[src/hw/rtl/ffsa_pkg.sv]
// Package with the types, constants and a helper function of the segment allocator.
`timescale 1ns / 1ps
package ffsa_pkg;

    localparam int MAX_SEGMENTS = 64;
    localparam int IDX_W        = $clog2(MAX_SEGMENTS);
    localparam int CNT_W        = $clog2(MAX_SEGMENTS + 1);
    localparam int ADDR_W       = 20;
    localparam int CAP_W        = 21;
    localparam int BYTE_W       = 8;
    localparam int CFG_IDX_W    = 2;
    localparam int IN_TDATA_W   = 48;
    localparam int OUT_TDATA_W  = 24;

    localparam logic [CAP_W-1:0]     CAP_MAX          = {CAP_W{1'b1}};
    localparam logic [CAP_W-1:0]     POOL_SIZE_RESET  = CAP_W'(65536);
    localparam logic [BYTE_W-1:0]    HEADER_RESET     = BYTE_W'(52);
    localparam logic [BYTE_W-1:0]    OVERHEAD_RESET   = BYTE_W'(56);
    localparam logic [CFG_IDX_W-1:0] CFG_POOL_SIZE    = CFG_IDX_W'(0);
    localparam logic [CFG_IDX_W-1:0] CFG_HEADER       = CFG_IDX_W'(1);
    localparam logic [CFG_IDX_W-1:0] CFG_OVERHEAD     = CFG_IDX_W'(2);

    typedef enum logic [1:0] {
        MODE_INIT  = 2'd0,
        MODE_ALLOC = 2'd1,
        MODE_FREE  = 2'd2,
        MODE_NONE  = 2'd3
    } t_mode;

    typedef enum logic [1:0] {
        ST_OK        = 2'd0,
        ST_NO_FIT    = 2'd1,
        ST_NOT_READY = 2'd2,
        ST_UNKNOWN   = 2'd3
    } t_status;

    typedef struct packed {
        logic              used;
        logic [CAP_W-1:0]  cap;
        logic [ADDR_W-1:0] off;
    } t_seg;

    localparam int SEG_W = $bits(t_seg);

    typedef enum logic [2:0] {
        RD_I, RD_I_P1, RD_I_M1, RD_K_M1, RD_K_P1
    } t_rd_sel;

    typedef enum logic [2:0] {
        WR_INIT, WR_SHIFT, WR_SPLIT_NEW, WR_GRANT_REQ, WR_GRANT_FULL, WR_FREE, WR_PREV_MERGE
    } t_wr_sel;

    typedef enum logic [2:0] {
        K_HOLD, K_CNT, K_I_P1, K_I, K_DEC, K_INC
    } t_k_op;

    typedef enum logic [4:0] {
        S_IDLE, S_DISP, S_SCAN_RD, S_SCAN_CHK, S_AL_DEC, S_SU_RD, S_SU_WR, S_AL_WR,
        S_FR_NRD, S_FR_NCHK, S_NM_RD, S_NM_WR, S_FR_PRD, S_FR_PCHK, S_PM_RD, S_PM_WR,
        S_DONE
    } t_state;

    typedef struct packed {
        logic    item_load;
        logic    rd_en;
        t_rd_sel rd_sel;
        logic    wr_en;
        t_wr_sel wr_sel;
        logic    i_clr;
        logic    i_inc;
        logic    cur_load;
        logic    merge_next;
        t_k_op   k_op;
        logic    cnt_inc;
        logic    cnt_dec;
        logic    do_init;
        logic    st_we;
        t_status st_val;
        logic    grant_we;
        logic    publish;
    } t_cmd;

    typedef struct packed {
        t_mode mode;
        logic  ready;
        logic  scan_end;
        logic  alloc_hit;
        logic  free_hit;
        logic  split;
        logic  nxt_exists;
        logic  prv_exists;
        logic  rd_free;
        logic  su_more;
        logic  sd_more;
        logic  out_free;
    } t_stat;

    function automatic logic [CAP_W-1:0] cap_sum(input logic [CAP_W-1:0] a,
                                                 input logic [BYTE_W-1:0] b,
                                                 input logic [CAP_W-1:0] c);
        logic [CAP_W+1:0] s;
        s = (CAP_W+2)'(a) + (CAP_W+2)'(b) + (CAP_W+2)'(c);
        return (s > (CAP_W+2)'(CAP_MAX)) ? CAP_MAX : s[CAP_W-1:0];
    endfunction

endpackage

[src/hw/rtl/ffsa_ram.sv]
// Generic single-write, single-read RAM with a registered read port.
`timescale 1ns / 1ps
module ffsa_ram #(
    parameter int WIDTH = 8,
    parameter int DEPTH = 64
) (
    input  logic                     i_clk,
    input  logic                     i_we,
    input  logic [$clog2(DEPTH)-1:0] i_waddr,
    input  logic [WIDTH-1:0]         i_wdata,
    input  logic                     i_re,
    input  logic [$clog2(DEPTH)-1:0] i_raddr,
    output logic [WIDTH-1:0]         o_rdata
);
    logic [WIDTH-1:0] r_mem [DEPTH];
    logic [WIDTH-1:0] r_rdata;

    always_ff @(posedge i_clk) begin
        if (i_we) begin
            r_mem[i_waddr] <= i_wdata;
        end
        if (i_re) begin
            r_rdata <= r_mem[i_raddr];
        end
    end

    assign o_rdata = r_rdata;
endmodule

[src/hw/rtl/ffsa_dp.sv]
// Datapath of the segment allocator: configuration, segment table, indices and result.
`timescale 1ns / 1ps
module ffsa_dp (
    input  logic                          i_clk,
    input  logic                          i_rst_n,
    input  logic                          i_cfg_we,
    input  logic [ffsa_pkg::CFG_IDX_W-1:0] i_cfg_idx,
    input  logic [ffsa_pkg::CAP_W-1:0]     i_cfg_data,
    input  logic [1:0]                    i_mode,
    input  logic [ffsa_pkg::IN_TDATA_W-1:0] i_tdata,
    input  logic                          i_out_ready,
    input  ffsa_pkg::t_cmd                i_cmd,
    output ffsa_pkg::t_stat               o_stat,
    output logic                          o_out_valid,
    output logic [ffsa_pkg::OUT_TDATA_W-1:0] o_out_tdata,
    output logic [1:0]                    o_out_status
);
    import ffsa_pkg::*;

    logic [CAP_W-1:0]  r_pool;
    logic [BYTE_W-1:0] r_hdr;
    logic [BYTE_W-1:0] r_ovh;
    t_mode             r_mode;
    logic [CAP_W-1:0]  r_req;
    logic [ADDR_W-1:0] r_addr;
    logic [CNT_W-1:0]  r_i;
    logic [CNT_W-1:0]  r_k;
    logic [CNT_W-1:0]  r_cnt;
    logic              r_ready;
    t_seg              r_cur;
    t_status           r_st;
    logic [ADDR_W-1:0] r_grant;
    logic              r_ovalid;
    t_status           r_ostatus;
    logic [ADDR_W-1:0] r_ograddr;

    logic [SEG_W-1:0]  w_rdata;
    t_seg              w_rd;
    logic [IDX_W-1:0]  w_raddr;
    logic [IDX_W-1:0]  w_waddr;
    t_seg              w_wseg;
    logic [CNT_W-1:0]  w_i_p1;
    logic [CNT_W-1:0]  w_k_p1;
    logic [CAP_W:0]    w_req_ovh;

    assign w_rd      = t_seg'(w_rdata);
    assign w_i_p1    = r_i + CNT_W'(1);
    assign w_k_p1    = r_k + CNT_W'(1);
    assign w_req_ovh = (CAP_W+1)'(r_req) + (CAP_W+1)'(r_ovh);

    always_comb begin
        case (i_cmd.rd_sel)
            RD_I:    w_raddr = r_i[IDX_W-1:0];
            RD_I_P1: w_raddr = w_i_p1[IDX_W-1:0];
            RD_I_M1: w_raddr = IDX_W'(r_i - CNT_W'(1));
            RD_K_M1: w_raddr = IDX_W'(r_k - CNT_W'(1));
            RD_K_P1: w_raddr = w_k_p1[IDX_W-1:0];
            default: w_raddr = r_i[IDX_W-1:0];
        endcase
    end

    always_comb begin
        w_waddr = r_i[IDX_W-1:0];
        w_wseg  = r_cur;
        case (i_cmd.wr_sel)
            WR_INIT: begin
                w_waddr      = '0;
                w_wseg.used  = 1'b0;
                w_wseg.off   = '0;
                w_wseg.cap   = (r_pool >= CAP_W'(r_ovh)) ? r_pool - CAP_W'(r_ovh) : '0;
            end
            WR_SHIFT: begin
                w_waddr = r_k[IDX_W-1:0];
                w_wseg  = w_rd;
            end
            WR_SPLIT_NEW: begin
                w_waddr     = w_i_p1[IDX_W-1:0];
                w_wseg.used = 1'b0;
                w_wseg.cap  = r_cur.cap - w_req_ovh[CAP_W-1:0];
                w_wseg.off  = r_cur.off + w_req_ovh[ADDR_W-1:0];
            end
            WR_GRANT_REQ: begin
                w_wseg.used = 1'b1;
                w_wseg.cap  = r_req;
            end
            WR_GRANT_FULL: begin
                w_wseg.used = 1'b1;
            end
            WR_FREE: begin
                w_wseg.used = 1'b0;
            end
            WR_PREV_MERGE: begin
                w_waddr     = IDX_W'(r_i - CNT_W'(1));
                w_wseg.used = 1'b0;
                w_wseg.cap  = cap_sum(w_rd.cap, r_ovh, r_cur.cap);
                w_wseg.off  = w_rd.off;
            end
            default: begin
                w_wseg = r_cur;
            end
        endcase
    end

    ffsa_ram #(
        .WIDTH(SEG_W),
        .DEPTH(MAX_SEGMENTS)
    ) u_table (
        .i_clk  (i_clk),
        .i_we   (i_cmd.wr_en),
        .i_waddr(w_waddr),
        .i_wdata(w_wseg),
        .i_re   (i_cmd.rd_en),
        .i_raddr(w_raddr),
        .o_rdata(w_rdata)
    );

    always_ff @(posedge i_clk) begin
        if (!i_rst_n) begin
            r_pool   <= POOL_SIZE_RESET;
            r_hdr    <= HEADER_RESET;
            r_ovh    <= OVERHEAD_RESET;
            r_cnt    <= '0;
            r_ready  <= 1'b0;
            r_ovalid <= 1'b0;
        end else begin
            if (i_cfg_we) begin
                case (i_cfg_idx)
                    CFG_POOL_SIZE: r_pool <= i_cfg_data;
                    CFG_HEADER:    r_hdr  <= i_cfg_data[BYTE_W-1:0];
                    CFG_OVERHEAD:  r_ovh  <= i_cfg_data[BYTE_W-1:0];
                    default:       r_pool <= r_pool;
                endcase
            end
            if (i_cmd.do_init) begin
                r_cnt   <= CNT_W'(1);
                r_ready <= 1'b1;
            end else if (i_cmd.cnt_inc) begin
                r_cnt <= r_cnt + CNT_W'(1);
            end else if (i_cmd.cnt_dec) begin
                r_cnt <= r_cnt - CNT_W'(1);
            end
            if (i_cmd.publish) begin
                r_ovalid <= 1'b1;
            end else if (i_out_ready) begin
                r_ovalid <= 1'b0;
            end
        end
    end

    always_ff @(posedge i_clk) begin
        if (i_cmd.item_load) begin
            r_mode  <= t_mode'(i_mode);
            r_req   <= i_tdata[CAP_W-1:0];
            r_addr  <= i_tdata[CAP_W +: ADDR_W];
            r_st    <= ST_OK;
            r_grant <= '0;
        end
        if (i_cmd.st_we) begin
            r_st <= i_cmd.st_val;
        end
        if (i_cmd.grant_we) begin
            r_grant <= r_cur.off + ADDR_W'(r_hdr);
        end
        if (i_cmd.i_clr) begin
            r_i <= '0;
        end else if (i_cmd.i_inc) begin
            r_i <= w_i_p1;
        end
        case (i_cmd.k_op)
            K_CNT:   r_k <= r_cnt;
            K_I_P1:  r_k <= w_i_p1;
            K_I:     r_k <= r_i;
            K_DEC:   r_k <= r_k - CNT_W'(1);
            K_INC:   r_k <= w_k_p1;
            default: r_k <= r_k;
        endcase
        if (i_cmd.cur_load) begin
            r_cur <= w_rd;
        end else if (i_cmd.merge_next) begin
            r_cur.cap <= cap_sum(r_cur.cap, r_ovh, w_rd.cap);
        end
        if (i_cmd.publish) begin
            r_ostatus <= r_st;
            r_ograddr <= r_grant;
        end
    end

    always_comb begin
        o_stat.mode       = r_mode;
        o_stat.ready      = r_ready;
        o_stat.scan_end   = (r_i >= r_cnt);
        o_stat.alloc_hit  = !w_rd.used && (w_rd.cap >= r_req);
        o_stat.free_hit   = w_rd.used && ((w_rd.off + ADDR_W'(r_hdr)) == r_addr);
        o_stat.split      = ((CAP_W+1)'(r_cur.cap) > w_req_ovh)
                            && (r_cnt < CNT_W'(MAX_SEGMENTS));
        o_stat.nxt_exists = (w_i_p1 < r_cnt);
        o_stat.prv_exists = (r_i != '0);
        o_stat.rd_free    = !w_rd.used;
        o_stat.su_more    = (r_k > w_i_p1);
        o_stat.sd_more    = (w_k_p1 < r_cnt);
        o_stat.out_free   = !r_ovalid || i_out_ready;
    end

    assign o_out_valid  = r_ovalid;
    assign o_out_tdata  = OUT_TDATA_W'(r_ograddr);
    assign o_out_status = r_ostatus;
endmodule

[src/hw/rtl/ffsa_ctrl.sv]
// Controller state machine that sequences scans, table shifts and merges.
`timescale 1ns / 1ps
module ffsa_ctrl (
    input  logic            i_clk,
    input  logic            i_rst_n,
    input  logic            i_in_valid,
    output logic            o_in_ready,
    input  ffsa_pkg::t_stat i_stat,
    output ffsa_pkg::t_cmd  o_cmd
);
    import ffsa_pkg::*;

    t_state r_state;
    t_state n_state;

    always_ff @(posedge i_clk) begin
        if (!i_rst_n) begin
            r_state <= S_IDLE;
        end else begin
            r_state <= n_state;
        end
    end

    always_comb begin
        n_state    = r_state;
        o_in_ready = 1'b0;
        o_cmd      = '0;
        o_cmd.k_op = K_HOLD;
        case (r_state)
            S_IDLE: begin
                o_in_ready = 1'b1;
                if (i_in_valid) begin
                    o_cmd.item_load = 1'b1;
                    n_state         = S_DISP;
                end
            end
            S_DISP: begin
                n_state = S_DONE;
                if (i_stat.mode == MODE_INIT) begin
                    o_cmd.wr_en   = 1'b1;
                    o_cmd.wr_sel  = WR_INIT;
                    o_cmd.do_init = 1'b1;
                end else if (i_stat.mode == MODE_ALLOC || i_stat.mode == MODE_FREE) begin
                    if (!i_stat.ready) begin
                        o_cmd.st_we  = 1'b1;
                        o_cmd.st_val = ST_NOT_READY;
                    end else begin
                        o_cmd.i_clr = 1'b1;
                        n_state     = S_SCAN_RD;
                    end
                end
            end
            S_SCAN_RD: begin
                if (i_stat.scan_end) begin
                    o_cmd.st_we  = 1'b1;
                    o_cmd.st_val = (i_stat.mode == MODE_ALLOC) ? ST_NO_FIT : ST_UNKNOWN;
                    n_state      = S_DONE;
                end else begin
                    o_cmd.rd_en  = 1'b1;
                    o_cmd.rd_sel = RD_I;
                    n_state      = S_SCAN_CHK;
                end
            end
            S_SCAN_CHK: begin
                if (i_stat.mode == MODE_ALLOC && i_stat.alloc_hit) begin
                    o_cmd.cur_load = 1'b1;
                    n_state        = S_AL_DEC;
                end else if (i_stat.mode == MODE_FREE && i_stat.free_hit) begin
                    o_cmd.cur_load = 1'b1;
                    n_state        = S_FR_NRD;
                end else begin
                    o_cmd.i_inc = 1'b1;
                    n_state     = S_SCAN_RD;
                end
            end
            S_AL_DEC: begin
                o_cmd.grant_we = 1'b1;
                if (i_stat.split) begin
                    o_cmd.k_op = K_CNT;
                    n_state    = S_SU_RD;
                end else begin
                    o_cmd.wr_en  = 1'b1;
                    o_cmd.wr_sel = WR_GRANT_FULL;
                    n_state      = S_DONE;
                end
            end
            S_SU_RD: begin
                if (i_stat.su_more) begin
                    o_cmd.rd_en  = 1'b1;
                    o_cmd.rd_sel = RD_K_M1;
                    n_state      = S_SU_WR;
                end else begin
                    o_cmd.wr_en  = 1'b1;
                    o_cmd.wr_sel = WR_SPLIT_NEW;
                    n_state      = S_AL_WR;
                end
            end
            S_SU_WR: begin
                o_cmd.wr_en  = 1'b1;
                o_cmd.wr_sel = WR_SHIFT;
                o_cmd.k_op   = K_DEC;
                n_state      = S_SU_RD;
            end
            S_AL_WR: begin
                o_cmd.wr_en   = 1'b1;
                o_cmd.wr_sel  = WR_GRANT_REQ;
                o_cmd.cnt_inc = 1'b1;
                n_state       = S_DONE;
            end
            S_FR_NRD: begin
                if (i_stat.nxt_exists) begin
                    o_cmd.rd_en  = 1'b1;
                    o_cmd.rd_sel = RD_I_P1;
                    n_state      = S_FR_NCHK;
                end else begin
                    n_state = S_FR_PRD;
                end
            end
            S_FR_NCHK: begin
                if (i_stat.rd_free) begin
                    o_cmd.merge_next = 1'b1;
                    o_cmd.k_op       = K_I_P1;
                    n_state          = S_NM_RD;
                end else begin
                    n_state = S_FR_PRD;
                end
            end
            S_NM_RD: begin
                if (i_stat.sd_more) begin
                    o_cmd.rd_en  = 1'b1;
                    o_cmd.rd_sel = RD_K_P1;
                    n_state      = S_NM_WR;
                end else begin
                    o_cmd.cnt_dec = 1'b1;
                    n_state       = S_FR_PRD;
                end
            end
            S_NM_WR: begin
                o_cmd.wr_en  = 1'b1;
                o_cmd.wr_sel = WR_SHIFT;
                o_cmd.k_op   = K_INC;
                n_state      = S_NM_RD;
            end
            S_FR_PRD: begin
                if (i_stat.prv_exists) begin
                    o_cmd.rd_en  = 1'b1;
                    o_cmd.rd_sel = RD_I_M1;
                    n_state      = S_FR_PCHK;
                end else begin
                    o_cmd.wr_en  = 1'b1;
                    o_cmd.wr_sel = WR_FREE;
                    n_state      = S_DONE;
                end
            end
            S_FR_PCHK: begin
                o_cmd.wr_en = 1'b1;
                if (i_stat.rd_free) begin
                    o_cmd.wr_sel = WR_PREV_MERGE;
                    o_cmd.k_op   = K_I;
                    n_state      = S_PM_RD;
                end else begin
                    o_cmd.wr_sel = WR_FREE;
                    n_state      = S_DONE;
                end
            end
            S_PM_RD: begin
                if (i_stat.sd_more) begin
                    o_cmd.rd_en  = 1'b1;
                    o_cmd.rd_sel = RD_K_P1;
                    n_state      = S_PM_WR;
                end else begin
                    o_cmd.cnt_dec = 1'b1;
                    n_state       = S_DONE;
                end
            end
            S_PM_WR: begin
                o_cmd.wr_en  = 1'b1;
                o_cmd.wr_sel = WR_SHIFT;
                o_cmd.k_op   = K_INC;
                n_state      = S_PM_RD;
            end
            S_DONE: begin
                if (i_stat.out_free) begin
                    o_cmd.publish = 1'b1;
                    n_state       = S_IDLE;
                end
            end
            default: begin
                n_state = S_IDLE;
            end
        endcase
    end
endmodule

[src/hw/rtl/first_fit_segment_allocator.sv]
// Top level of the first-fit segment allocator with coalescing of freed segments.
//
//  Channel  | Direction | Content
//  ---------+-----------+---------------------------------------------------
//  s_axis   | in        | tuser: mode; tdata: request_size, address
//  m_axis   | out       | tuser: status; tdata: granted_address
//  cfg      | in        | i_cfg_we, i_cfg_idx, i_cfg_data (pool, header, overhead)
//
// Init, mode 3 or a pool that is not ready pass S_IDLE, S_DISP and S_DONE only; each
// table entry scanned adds S_SCAN_RD and S_SCAN_CHK, each entry moved by a split or a
// merge adds a read and a write state, and the neighbour checks of a free may add S_FR_NRD,
// S_FR_NCHK, S_FR_PRD and S_FR_PCHK, all set by the single read port of the table.
// Reset is synchronous and needs no clearing pass; the table is read only below its count.
// A result waits in the output register while the next request is already taken.
`timescale 1ns / 1ps
module first_fit_segment_allocator (
    input  logic                             i_clk,
    input  logic                             i_rst_n,
    input  logic                             s_axis_tvalid,
    output logic                             s_axis_tready,
    input  logic [ffsa_pkg::IN_TDATA_W-1:0]  s_axis_tdata,  // request_size, address
    input  logic [1:0]                       s_axis_tuser,  // mode
    output logic                             m_axis_tvalid,
    input  logic                             m_axis_tready,
    output logic [ffsa_pkg::OUT_TDATA_W-1:0] m_axis_tdata,  // granted_address
    output logic [1:0]                       m_axis_tuser,  // status
    input  logic                             i_cfg_we,
    input  logic [ffsa_pkg::CFG_IDX_W-1:0]   i_cfg_idx,
    input  logic [ffsa_pkg::CAP_W-1:0]       i_cfg_data
);
    import ffsa_pkg::*;

    t_cmd  w_cmd;
    t_stat w_stat;

    ffsa_ctrl u_ctrl (
        .i_clk     (i_clk),
        .i_rst_n   (i_rst_n),
        .i_in_valid(s_axis_tvalid),
        .o_in_ready(s_axis_tready),
        .i_stat    (w_stat),
        .o_cmd     (w_cmd)
    );

    ffsa_dp u_dp (
        .i_clk       (i_clk),
        .i_rst_n     (i_rst_n),
        .i_cfg_we    (i_cfg_we),
        .i_cfg_idx   (i_cfg_idx),
        .i_cfg_data  (i_cfg_data),
        .i_mode      (s_axis_tuser),
        .i_tdata     (s_axis_tdata),
        .i_out_ready (m_axis_tready),
        .i_cmd       (w_cmd),
        .o_stat      (w_stat),
        .o_out_valid (m_axis_tvalid),
        .o_out_tdata (m_axis_tdata),
        .o_out_status(m_axis_tuser)
    );

`ifndef SYNTHESIS
    a_publish_free: assert property (@(posedge i_clk) disable iff (!i_rst_n)
        w_cmd.publish |-> w_stat.out_free)
        else $error("result published over an unread result");

    a_busy_after_request: assert property (@(posedge i_clk) disable iff (!i_rst_n)
        (s_axis_tvalid && s_axis_tready) |=> !s_axis_tready)
        else $error("request taken while another is in progress");

    a_split_has_room: assert property (@(posedge i_clk) disable iff (!i_rst_n)
        (w_cmd.wr_en && w_cmd.wr_sel == WR_SPLIT_NEW) |-> w_stat.split)
        else $error("segment split without room or without a large enough remainder");

    a_grant_on_hit: assert property (@(posedge i_clk) disable iff (!i_rst_n)
        w_cmd.grant_we |-> $past(w_cmd.cur_load))
        else $error("address granted without a found segment");
`endif
endmodule

[config.mk]
export PLATFORM = sky130hd
export DESIGN_NAME = first_fit_segment_allocator
export DESIGN_NICKNAME = d
export VERILOG_FILES = /design/src/hw/rtl/ffsa_pkg.sv /design/src/hw/rtl/ffsa_ram.sv /design/src/hw/rtl/ffsa_dp.sv /design/src/hw/rtl/ffsa_ctrl.sv /design/src/hw/rtl/first_fit_segment_allocator.sv
export SDC_FILE = /design/constraint.sdc
export NUM_CORES = 2
export LEC_CHECK = 0
export BUFFER_PORTS_ARGS = -buffer_cell sky130_fd_sc_hd__buf_2
export CAP_MARGIN = 10
export CORE_MARGIN = 2
export CORE_UTILIZATION = 25
export DETAILED_ROUTE_END_ITERATION = 6
export HOLD_SLACK_MARGIN = 0.1
export PLACE_DENSITY = 0.46
export RECOVER_POWER = 25
export SYNTH_ARGS = -nofsm -noshare
export SYNTH_HDL_FRONTEND = slang
export SYNTH_SLANG_ARGS = --single-unit
export TNS_END_PERCENT = 10
[constraint.sdc]
create_clock -name i_clk -period 20.7 [get_ports i_clk]
set_input_delay 5.175 -clock i_clk [delete_from_list [all_inputs] [get_ports i_clk]]
set_output_delay 5.175 -clock i_clk [all_outputs]
set_load 0.01 [all_outputs]
==> run metrics <==
Max-slew headroom=-134%; initial antenna violation count=28; Top-Level Pins=106; main combinational cell family by area after synthesis=simple AND/OR/NAND/NOR gates; Hold Crit Class=reg2reg; largest net degree at the start of global routing=147; Port Buffer Count=94; Ys Warns=0; GR Overflow Total=0; post-CTS sizing=0; synthesized instance count=between 9,000 and 10,000; htree depth=5; Finished Layout Cells=around 16,000; Core Area=494,000 um2; Power Density=96.3 nW/um2; CP max-delay cell=clkbuf_1; Synth Area in Compound Gates=5.84%; DRC=11; CTS Buffer Depth=4; Post-Synth Simple-Gate Area=a little over an eighth; post-synthesis sequential area ratio=70.4%; Yosys reg bits=slightly below 3,000; clock slew at reported path FFs=roughly 0.05 ns; wire per inst=25.2 um; CTS Root Cell=clkbuf_16; Yosys cell types=90; RSZ-0062 raised after global routing=no; worst slew pin tran=3.51 ns; WP data arrival=11.22 ns; failing checks=DRC, capacitance limit, slew limit; CTS tree=done; placed cell areas=~130,000 um2; Skew-Pair Late Insertion Delay=between 0.9 and 1 ns; final instance area=roughly 140,000 um2; synthesized-area fraction occupied by adder cells=between 2 and 2.5%; cts hold-fix bufs=0; nets@finish=~9,500; Fin. Hold Viols=0; First-pass DRT Iterations=7; Crit Path Category=reg2reg; Critical Path Max Stage Delay=1.73 ns; first-pass GRT wire length=569 mm; Post-Syn Area=124,000 um2; Vias=between 70,000 and 80,000; Post-synth EDFFs=~2,900; ys async rst share=0%; die width=a little over 700 um; Post-CTS Setup Bufs=0; aggregate routed wire length=a little over 400 mm; most common cell after layout, fill and taps aside=edfxtp_1; post-synthesis to final-layout area growth=15.3%; VDD IR max=~0.000064 V; Post-Synth XOR/XNOR Area=between 1 and 1.5%; max cap viols=27; P_leak=47.9 nW; Sink Count=about 2,900; GR Util All Layers=15.5%; leading area contributor after synthesis=edfxtp_1; clk_skew=approximately 0.048 ns; nature of the critical path endpoint=flop; Synth area leaders=edfxtp_1, nand2_1, nand3_1, mux4_2, ha_1; routability cong.=approximately 0.84; Syn Area/Cell=13.5 um2; Worst setup SP type=flop; Num CTS Buffers=approximately 330; WP data required=around 21 ns; Placed Instances=about 15,000; Final period util=about half; Site Rows=between 200 and 300; CP most frequent cell=a21oi_1; vias in the first global route=roughly 76,000; min Tclk post-route=~11 ns; Worst Path Max Fanout=29; max-slew violation count=1,515; Final HPWL DP=approximately 230 mm; top-area cell type share of the netlist area=69.5%; Die Y=between 700 and 800 um; commonest register cell after synthesis=edfxtp_1; setup TNS=0 ns; post-route antenna net violation count=0; post-synthesis mux area share=between 4 and 5%; status=finished with violations; share of layout cells above drive strength 1=between 10% and 20%; DR iter-0 viols=approximately 8,500; Final setup viols=0; most frequent cells in the layout=edfxtp_1, nand2_1, nand3_1, clkbuf_16, ha_1; fmax=about 94 MHz; Hold WS=0.418 ns; die area=between 500,000 and 600,000 um2; utilization after layout=28.9%; Via density=4.89; starting density of the core=25.1%
worst max-delay path, delay by kind of cell (launching register included):
kind / cells / cell delay, ns
AO/OA/AOI/OAI: 13 / 2.99
buffers and inverters: 3 / 2.64
AND/OR/NAND/NOR: 6 / 2.36
adder cells (fa/ha/maj): 3 / 1.10
XOR/XNOR: 1 / 0.64
flip-flops: 1 / 0.46
final timing paths:
check | start | endpoint | slack [ns] | cells after the start
max reg2reg | u_dp.r_req[0] | u_dp.u_table.r_mem[10][9] | 10.01 | 26
min | u_dp.r_grant[7] | u_dp.r_ograddr[7] | 0.42 | 0
max | u_dp.r_req[0] | u_dp.u_table.r_mem[10][9] | 10.01 | 26
min reg2reg | u_dp.r_grant[7] | u_dp.r_ograddr[7] | 0.42 | 0
synthesized netlist by cell type, types with 12 or more instances:
| cell type | number |
|---|---|
| edfxtp_1 | 2865 |
| nand2_1 | 2048 |
| nand3_1 | 1006 |
| clkbuf_1 | 328 |
| nor2_1 | 234 |
| ha_1 | 196 |
| and3_1 | 194 |
| a21oi_1 | 190 |
| a31oi_1 | 189 |
| mux4_2 | 172 |
| buf_2 | 155 |
| inv_1 | 133 |
| xnor2_1 | 128 |
| mux2i_1 | 119 |
| a22oi_1 | 103 |
| o21ai_0 | 103 |
| a211oi_1 | 93 |
| o2111ai_1 | 80 |
| xor2_1 | 69 |
| nand4_1 | 66 |
| dfxtp_1 | 58 |
| a21o_1 | 47 |
| nor3_1 | 47 |
| and4_1 | 44 |
| nor2b_1 | 40 |
| nand2b_1 | 31 |
| o211ai_1 | 26 |
| or3_1 | 26 |
| buf_1 | 24 |
| o21a_1 | 24 |
| o21bai_1 | 23 |
| a222oi_1 | 22 |
| and2_1 | 22 |
| o22ai_1 | 20 |
| o221ai_1 | 19 |
| nor4_1 | 15 |
| buf_6 | 14 |
| a221oi_1 | 12 |
through the flow:
stage / total power, W / worst slack, ns
after detailed placement: 0.00827 / 11.57
after global placement: 0.00825 / 11.69
after CTS: 0.0139 / 11.52
after global routing: 0.0142 / 9.43
final: 0.0138 / 10.01
after floorplan: 0.00776 / 12.82
state kept, by name, indices dropped and copies added, names as in the netlist, 8 cells and up:
register / count
u_dp.r_ograddr: 20
u_dp.r_addr: 20
u_dp.r_hdr: 8
u_dp.r_grant: 20
u_dp.u_table.o_rdata: 42
u_dp.u_table.r_mem: 2688
u_dp.r_pool: 21
u_dp.r_ovh: 8
u_dp.r_req: 21
u_dp.r_cur: 41
per-layer routing:
layer	vias up	track usage [%]	wire length (um)	share of wire [%]
met5	-	0	37	0.0092
met4	6	3.73	10100	2.5
met3	546	2.10	26500	6.6
met2	2785	25.2	187000	46
met1	40400	21.9	179000	45
li1	34700	-	-	-
logic make-up (layout without fill, tap and decap cells):
group / count (synthesis) / after routing
buffers and inverters: 666 / 1016
adder cells (fa/ha/maj): 207 / 207
AO/OA/AOI/OAI: 1051 / 1051
AND/OR/NAND/NOR: 3811 / 3811
flip-flops: 2923 / 2923
XOR/XNOR: 197 / 197
other: 1 / 16
multiplexers: 302 / 302
report_power, final:
group | switching [W] | total, W | internal (W)
Combinational | 0.00105 | 0.00155 | 0.000500
Sequential | 0.0000227 | 0.00659 | 0.00657
Clock | 0.00236 | 0.00562 | 0.00325
Total | 0.00343 | 0.0138 | 0.0103
area by class of cell:
class	count	area [um2]
Antenna cell	12	30.0
Timing Repair Buffer	296	2000
Inverter	134	503
Multi-Input combinational cell	5572	34700
Clock buffer	404	8650
Fill cell	49400	351000
Clock inverter	182	1560
Sequential cell	2923	87200
Tap cell	6500	8130
(Power assumes the default switching activity.)
